==> config.mk <==
export PLATFORM = sky130hd
export DESIGN_NAME = rtc_bcd_time_field_codec_unit
export DESIGN_NICKNAME = d
export VERILOG_FILES = /design/src/rtl/core/rtcbcd_pkg.sv /design/src/rtl/core/rtcbcd_codec.sv /design/src/rtl/core/rtc_bcd_time_field_codec_unit.sv
export SDC_FILE = /design/constraint.sdc
export NUM_CORES = 1
export LEC_CHECK = 0
export BUFFER_PORTS_ARGS = -buffer_cell sky130_fd_sc_hd__buf_2
export CORE_ASPECT_RATIO = 0.7
export CORE_UTILIZATION = 30
export CTS_CLUSTER_SIZE = 25
export DETAILED_ROUTE_END_ITERATION = 8
export GPL_ROUTABILITY_DRIVEN = 1
export PLACE_DENSITY = 0.45
export SLEW_MARGIN = 30
export SYNTH_ARGS = -nofsm -noshare
export SYNTH_HDL_FRONTEND = slang
export SYNTH_SLANG_ARGS = --single-unit
==> constraint.sdc <==
create_clock -name clock -period 7.6 [get_ports clock]
set_input_delay 0.38 -clock clock [delete_from_list [all_inputs] [get_ports clock]]
set_output_delay 0.38 -clock clock [all_outputs]
set_load 0.05 [all_outputs]
==> src/rtl/core/rtcbcd_pkg.sv <==
`default_nettype none
// ----------------------------------------------------------------------------
// rtcbcd_pkg
// shared types, codes and helpers for the rtc bcd time field codec
// ----------------------------------------------------------------------------
package rtcbcd_pkg;

   localparam logic FUNC_DECODE = 1'b0;
   localparam logic FUNC_ENCODE = 1'b1;

   localparam logic [2:0] KIND_SECOND  = 3'd0;
   localparam logic [2:0] KIND_MINUTE  = 3'd1;
   localparam logic [2:0] KIND_HOUR    = 3'd2;
   localparam logic [2:0] KIND_DATE    = 3'd3;
   localparam logic [2:0] KIND_MONTH   = 3'd4;
   localparam logic [2:0] KIND_YEAR    = 3'd5;
   localparam logic [2:0] KIND_WEEKDAY = 3'd6;
   localparam logic [2:0] KIND_UNUSED  = 3'd7;

   localparam logic [7:0] HOUR_MODE_BIT = 8'h80;
   localparam logic [7:0] HOUR_PM_BIT   = 8'h20;
   localparam logic [7:0] HOUR_TEN_BIT  = 8'h10;

   typedef struct packed {
      logic       func;
      logic [2:0] field_kind;
      logic [7:0] value_in;
      logic       twelve_hour_mode;
   } req_type;

   typedef struct packed {
      logic [7:0] value_out;
      logic       accepted;
   } rsp_type;

   // quotient by ten through reciprocal multiply, exact for 8-bit values
   function automatic logic [7:0] quot10(input logic [7:0] v);
      logic [15:0] p;
      p = {8'd0, v} * 16'd205;
      return 8'(p >> 11);
   endfunction

   function automatic logic [3:0] rem10(input logic [7:0] v);
      logic [7:0] q;
      logic [7:0] r;
      q = quot10(v);
      r = v - 8'((q << 3) + (q << 1));
      return r[3:0];
   endfunction

   function automatic logic [7:0] times10(input logic [3:0] t);
      logic [7:0] w;
      w = {4'd0, t};
      return 8'((w << 3) + (w << 1));
   endfunction

endpackage
`default_nettype wire

==> src/rtl/core/rtcbcd_codec.sv <==
`default_nettype none
// ----------------------------------------------------------------------------
// rtcbcd_codec
// combinational decode/encode of one time field between binary and bcd byte
// ----------------------------------------------------------------------------
module rtcbcd_codec
   import rtcbcd_pkg::*;
(
   input  req_type req,
   output rsp_type rsp
);

   logic [7:0] v;
   logic [3:0] ones;
   logic [7:0] q_val;
   logic [3:0] r_val;
   logic [7:0] hour_adj;
   logic [7:0] hour_flags;
   logic [7:0] hour_enc;
   logic [7:0] hour_dec;

   assign v     = req.value_in;
   assign ones  = v[3:0];
   assign q_val = quot10(v);
   assign r_val = rem10(v);

   always_comb begin
      hour_adj   = v;
      hour_flags = 8'h00;
      if (req.twelve_hour_mode) begin
         hour_flags = HOUR_MODE_BIT;
         if (v > 8'd12) begin
            hour_flags = HOUR_MODE_BIT | HOUR_PM_BIT;
            hour_adj   = v - 8'd12;
         end
      end else if (v >= 8'd20) begin
         hour_flags = HOUR_PM_BIT;
         hour_adj   = v - 8'd20;
      end
      hour_enc = hour_flags | {4'd0, rem10(hour_adj)};
      if (hour_adj > 8'd9) begin
         hour_enc = hour_enc | HOUR_TEN_BIT;
      end
   end

   always_comb begin
      hour_dec = {4'd0, ones} + (v[4] ? 8'd10 : 8'd0);
      if (v[5]) begin
         hour_dec = hour_dec + (v[7] ? 8'd12 : 8'd20);
      end
   end

   always_comb begin
      rsp.value_out = 8'h00;
      rsp.accepted  = 1'b0;
      if (req.func == FUNC_DECODE) begin
         rsp.accepted = 1'b1;
         case (req.field_kind)
            KIND_SECOND, KIND_MINUTE: begin
               rsp.value_out = times10({1'b0, v[6:4]}) + {4'd0, ones};
            end
            KIND_HOUR: begin
               rsp.value_out = hour_dec;
            end
            KIND_DATE: begin
               rsp.value_out = times10({2'b0, v[5:4]}) + {4'd0, ones};
            end
            KIND_MONTH: begin
               rsp.value_out = times10({3'b0, v[4]}) + {4'd0, ones};
            end
            KIND_YEAR: begin
               rsp.value_out = times10(v[7:4]) + {4'd0, ones};
            end
            KIND_WEEKDAY: begin
               rsp.value_out = {5'd0, v[2:0]};
            end
            default: begin
               rsp.accepted = 1'b0;
            end
         endcase
      end else begin
         case (req.field_kind)
            KIND_SECOND, KIND_MINUTE: begin
               if (v inside {[8'd0:8'd59]}) begin
                  rsp.value_out = {1'b0, q_val[2:0], r_val};
                  rsp.accepted  = 1'b1;
               end
            end
            KIND_HOUR: begin
               rsp.value_out = hour_enc;
               rsp.accepted  = 1'b1;
            end
            KIND_DATE: begin
               if (v inside {[8'd0:8'd31]}) begin
                  rsp.value_out = {2'b0, q_val[1:0], r_val};
                  rsp.accepted  = 1'b1;
               end
            end
            KIND_MONTH: begin
               if (v inside {[8'd1:8'd12]}) begin
                  rsp.value_out = {3'b0, q_val[0], r_val};
                  rsp.accepted  = 1'b1;
               end
            end
            KIND_YEAR: begin
               if (v inside {[8'd0:8'd99]}) begin
                  rsp.value_out = {q_val[3:0], r_val};
                  rsp.accepted  = 1'b1;
               end
            end
            KIND_WEEKDAY: begin
               if (v inside {[8'd1:8'd7]}) begin
                  rsp.value_out = {5'd0, v[2:0]};
                  rsp.accepted  = 1'b1;
               end
            end
            default: begin
               rsp.accepted = 1'b0;
            end
         endcase
      end
   end

endmodule
`default_nettype wire

==> src/rtl/core/rtc_bcd_time_field_codec_unit.sv <==
`default_nettype none
// ----------------------------------------------------------------------------
// rtc_bcd_time_field_codec_unit
// converts one rtc time field between binary and packed bcd register byte
// ----------------------------------------------------------------------------
// A transaction is taken at every clock edge with start high; busy is always
// low, so one field can be sent in every cycle. The input register captures
// the transaction at the accepting edge and the conversion logic loads the
// result register at the next edge, so the result is on the rsp_ ports for
// exactly one cycle with rsp_valid high, starting when that register loads.
// The receiver cannot stall, so it must capture each result in the cycle
// rsp_valid is high. An encode that is out of range (hour encodes are always
// accepted), and any unused field kind, returns value 0 with accepted low,
// meaning no register write should happen.
module rtc_bcd_time_field_codec_unit
   import rtcbcd_pkg::*;
(
   input  wire logic       clock,
   input  wire logic       reset,
   input  wire logic       start,
   output logic            busy,
   input  wire logic       req_func,
   input  wire logic [2:0] req_field_kind,
   input  wire logic [7:0] req_value_in,
   input  wire logic       req_twelve_hour_mode,
   output logic            rsp_valid,
   output logic [7:0]      rsp_value_out,
   output logic            rsp_accepted
);

   logic    req_vld_ff;
   logic    req_vld_in;
   req_type req_ff;
   req_type req_in;
   logic    rsp_vld_ff;
   logic    rsp_vld_in;
   rsp_type rsp_ff;
   rsp_type rsp_in;

   assign busy = 1'b0;

   assign req_vld_in = start & ~busy;
   assign req_in     = '{func:             req_func,
                         field_kind:       req_field_kind,
                         value_in:         req_value_in,
                         twelve_hour_mode: req_twelve_hour_mode};

   always_ff @(posedge clock) begin
      if (reset) begin
         req_vld_ff <= 1'b0;
         rsp_vld_ff <= 1'b0;
      end else begin
         req_vld_ff <= req_vld_in;
         rsp_vld_ff <= rsp_vld_in;
      end
   end

   always_ff @(posedge clock) begin
      req_ff <= req_in;
      rsp_ff <= rsp_in;
   end

   rtcbcd_codec u_codec (
      .req (req_ff),
      .rsp (rsp_in)
   );

   assign rsp_vld_in    = req_vld_ff;
   assign rsp_valid     = rsp_vld_ff;
   assign rsp_value_out = rsp_ff.value_out;
   assign rsp_accepted  = rsp_ff.accepted;

endmodule
`default_nettype wire

==> flow_metrics.py <==
metrics = {
    "run_status": {
        "status": "completed",
    },
    "cts": {
        "cts_root_buffer": "clkbuf_16",
        "clock_sinks": 24,
        "clk_pin_slew_worst_paths_ns": 0.07,
        "ctsHtreeMaxLevel": 1,
        "clock_latency_ns": 0.27,
        "numCtsBuffers": 3,
        "cts_hold_buf": 0,
        "cts_resized": 0,
        "max-clock-path-buffers": 2,
        "cts_tree": "done",
        "cts_setup_buffers": 0,
    },
    "place": {
        "port_buffers": 25,
        "place_congestion": 0.888,
        "hpwl_um": 9570,
        "dpl_cell_area_um2": 4650,
        "dp_slack_ns": 0.720,
    },
    "sta": {
        "worst_slew_pin_slew_ns": 0.865,
        "slew_headroom": 0.420,
        "worst_hold_slack_ns": 0.206,
        "fin_setup_tns_ns": 0,
        "final_max_slew_viol_count": 0,
        "hold_violations": 0,
        "clock_skew_ns": 0.00777,
        "setup_slack_ns": 0.658,
        "fin_crit_sh": 0.913,
        "max_freq_mhz": 144,
        "setup_viol": 0,
        "rsz0062_at_grt": "false",
        "layout_min_cycle_time_ns": 6.94,
    },
    "yosys": {
        "yosys_most_used_dff": "dfxtp_1",
        "synth.most_common_cell": "ha_1",
        "synth.distinct_cells": 61,
        "netlist.area_leader.share": 0.318,
        "syn-cell-area_um2": 4280,
        "seq_area_frac_synth": 0.112,
        "synth_top_cell_by_area": "ha_1",
        "syn_inst": 484,
        "synth_top_cells_by_count": "ha_1 (109), inv_1 (94), a21oi_1 (28)",
        "async_flop_share": 0,
        "synth_edf_count": 0,
        "syn_area_per_cell_um2": 8.85,
        "synth_area_leaders": "ha_1 (32%), fa_1 (12%), dfxtp_1 (11%)",
        "ys_ff_latch": 24,
        "syn_nets": 635,
        "yosysWarnings": 0,
    },
    "route": {
        "drtAntennaViolNets": 0,
        "via_count": 3324,
        "routed_via_density": 4.76,
        "drt-pass1-iter-count": 5,
        "drt_iter0_drc": 173,
        "route.detailed.drc": 0,
        "drt-total-wl_um": 11300,
        "avgRoutedWirePerCell_um": 16.1,
    },
    "finish": {
        "fin_util": 0.342,
        "final_nets": 661,
        "multi_input_area_um2": 3400,
        "area_growth_pct": 11.0,
        "layout-drive-gt1-share": 0.106,
        "ff_latch_area_um2": 480,
        "fin_area_um2": 4750,
        "diodes": 0,
        "fill_cells": 1450,
    },
    "global_routing": {
        "grt_max_degree": 23,
        "grt_pass1_vias": 3250,
        "grt_pass1_wl_um": 18200,
        "antenna_found_initial": 0,
        "grt_use_total": 0.164,
        "overflow": 0,
    },
    "worst_setup_path": {
        "path_max_fanout": 13,
        "ff2ff_setup_slack_ns": 0.66,
        "arrival_ns": 7.11,
        "cp-end-kind": "register",
        "critical_path_class": "register to register",
        "cp-start-kind": "register",
        "cp_slowest_stage_delay_ns": 0.68,
        "cp_slowest_cell": "dfxtp_1",
        "critPathRequiredTime_ns": 7.77,
    },
    "min_path": {
        "hold_path_class": "primary input to register",
    },
    "power_and_ir_drop": {
        "power.density_nw_per_um2": 280,
        "leakage_nw": 2.44,
        "ir_drop_v": 0.000117,
    },
    "floorplan": {
        "row_count": 36,
        "die_w_um": 145,
        "start_util": 0.308,
        "ioPinCount": 27,
        "die_h_um": 102,
        "coreArea_um2": 13900,
        "dieArea_um2": 14800,
    },
    "flow_run": {
        "cap_violations": 0,
    },
}
## per-stage QoR
stage,total power [mW],instances
finish,1.33,699
global route,1.49,699
CTS,1.34,699
detailed placement,1.17,695
global placement,1.17,695
floorplan,0.941,484
## layout make-up
cell class / instances / share of cell area
Sequential cell: 24 / 0.101
Clock buffer: 3 / 0.0158
Timing Repair Buffer: 32 / 0.0374
Tap cell: 190 / 0.0500
Multi-Input combinational cell: 355 / 0.715
Clock inverter: 1 / 0.00632
Inverter: 94 / 0.0742
## cell families after synthesis
family / after synthesis / synth area share
buf+inv: 105 / 0.0940
other cells: 1 / 0.000875
compound gates: 101 / 0.169
flops: 24 / 0.112
xor+xnor: 41 / 0.0905
mux: 3 / 0.00701
fa+ha+maj: 135 / 0.440
simple gates: 74 / 0.0864
## worst paths after layout
kind                                       from                to  cells after the start
worst max-delay path                  req_ff[3]  rsp_value_out[3]                     29
worst min-delay path            req_value_in[4]         req_ff[5]                      1
worst max register to register        req_ff[3]  rsp_value_out[3]                     29
worst min register to register       req_vld_ff         rsp_valid                      1
## worst max-delay path, delay by kind of cell (launching register included)
kind                       cells  cell delay, ns
DFF                            1            0.68
buffers and inverters          3            0.44
xor gates and xnor gates       8            1.54
and+or+nand+nor                2            0.23
adders and majority gates      7            2.25
AOI/OAI and AO/OA              9            1.70
## flip-flops by register name (all words and copies together) (netlist names)
register       flops
req_vld_ff         1
rsp_value_out      8
rsp_accepted       1
req_ff            13
rsp_valid          1
## cells in the final DEF, fill, tap and decap left out, types with 2 or more instances in the layout
| cell | netlist | final |
|---|---|---|
| a211oi_1 | 6 | 6 |
| a21boi_0 | 3 | 3 |
| a21boi_2 | 2 | 2 |
| a21o_1 | 8 | 8 |
| a21oi_1 | 28 | 28 |
| a31o_2 | 3 | 3 |
| a31oi_1 | 6 | 6 |
| a32oi_1 | 2 | 2 |
| and2_1 | 2 | 2 |
| and2_4 | 2 | 2 |
| and3_1 | 2 | 2 |
| buf_2 | 1 | 25 |
| buf_4 | 2 | 7 |
| clkbuf_16 | 0 | 3 |
| dfxtp_1 | 24 | 24 |
| fa_1 | 26 | 26 |
| ha_1 | 109 | 109 |
| inv_1 | 94 | 94 |
| mux2i_1 | 3 | 3 |
| nand2_1 | 21 | 21 |
| nand2b_1 | 2 | 2 |
| nand3_1 | 9 | 9 |
| nand3b_1 | 2 | 2 |
| nand4_1 | 5 | 5 |
| nor2_1 | 15 | 15 |
| nor2b_1 | 2 | 2 |
| nor3_1 | 4 | 4 |
| o211ai_1 | 2 | 2 |
| o21a_1 | 2 | 2 |
| o21ai_0 | 10 | 10 |
| o21bai_1 | 2 | 2 |
| o22a_1 | 3 | 3 |
| o22ai_1 | 7 | 7 |
| o32ai_1 | 2 | 2 |
| or2_2 | 2 | 2 |
| or3_1 | 2 | 2 |
| xnor2_1 | 25 | 25 |
| xnor2_2 | 2 | 2 |
| xor2_1 | 13 | 13 |
## layer usage
metal | up-vias | part of all wire | global-route usage
li1 | 1688 | - | -
met3 | 4 | 0.048 | 0.0258
met5 | - | 0 | 0
met2 | 69 | 0.37 | 0.220
met1 | 1563 | 0.58 | 0.275
met4 | 0 | 0.0028 | 0.00729
## power breakdown
part / switching (mW) / internal, mW
combinational: 0.582 / 0.443
sequential: 0.0117 / 0.140
clock: 0.0502 / 0.105
total: 0.644 / 0.687
Note: power is estimated with default switching activity, not from simulation.
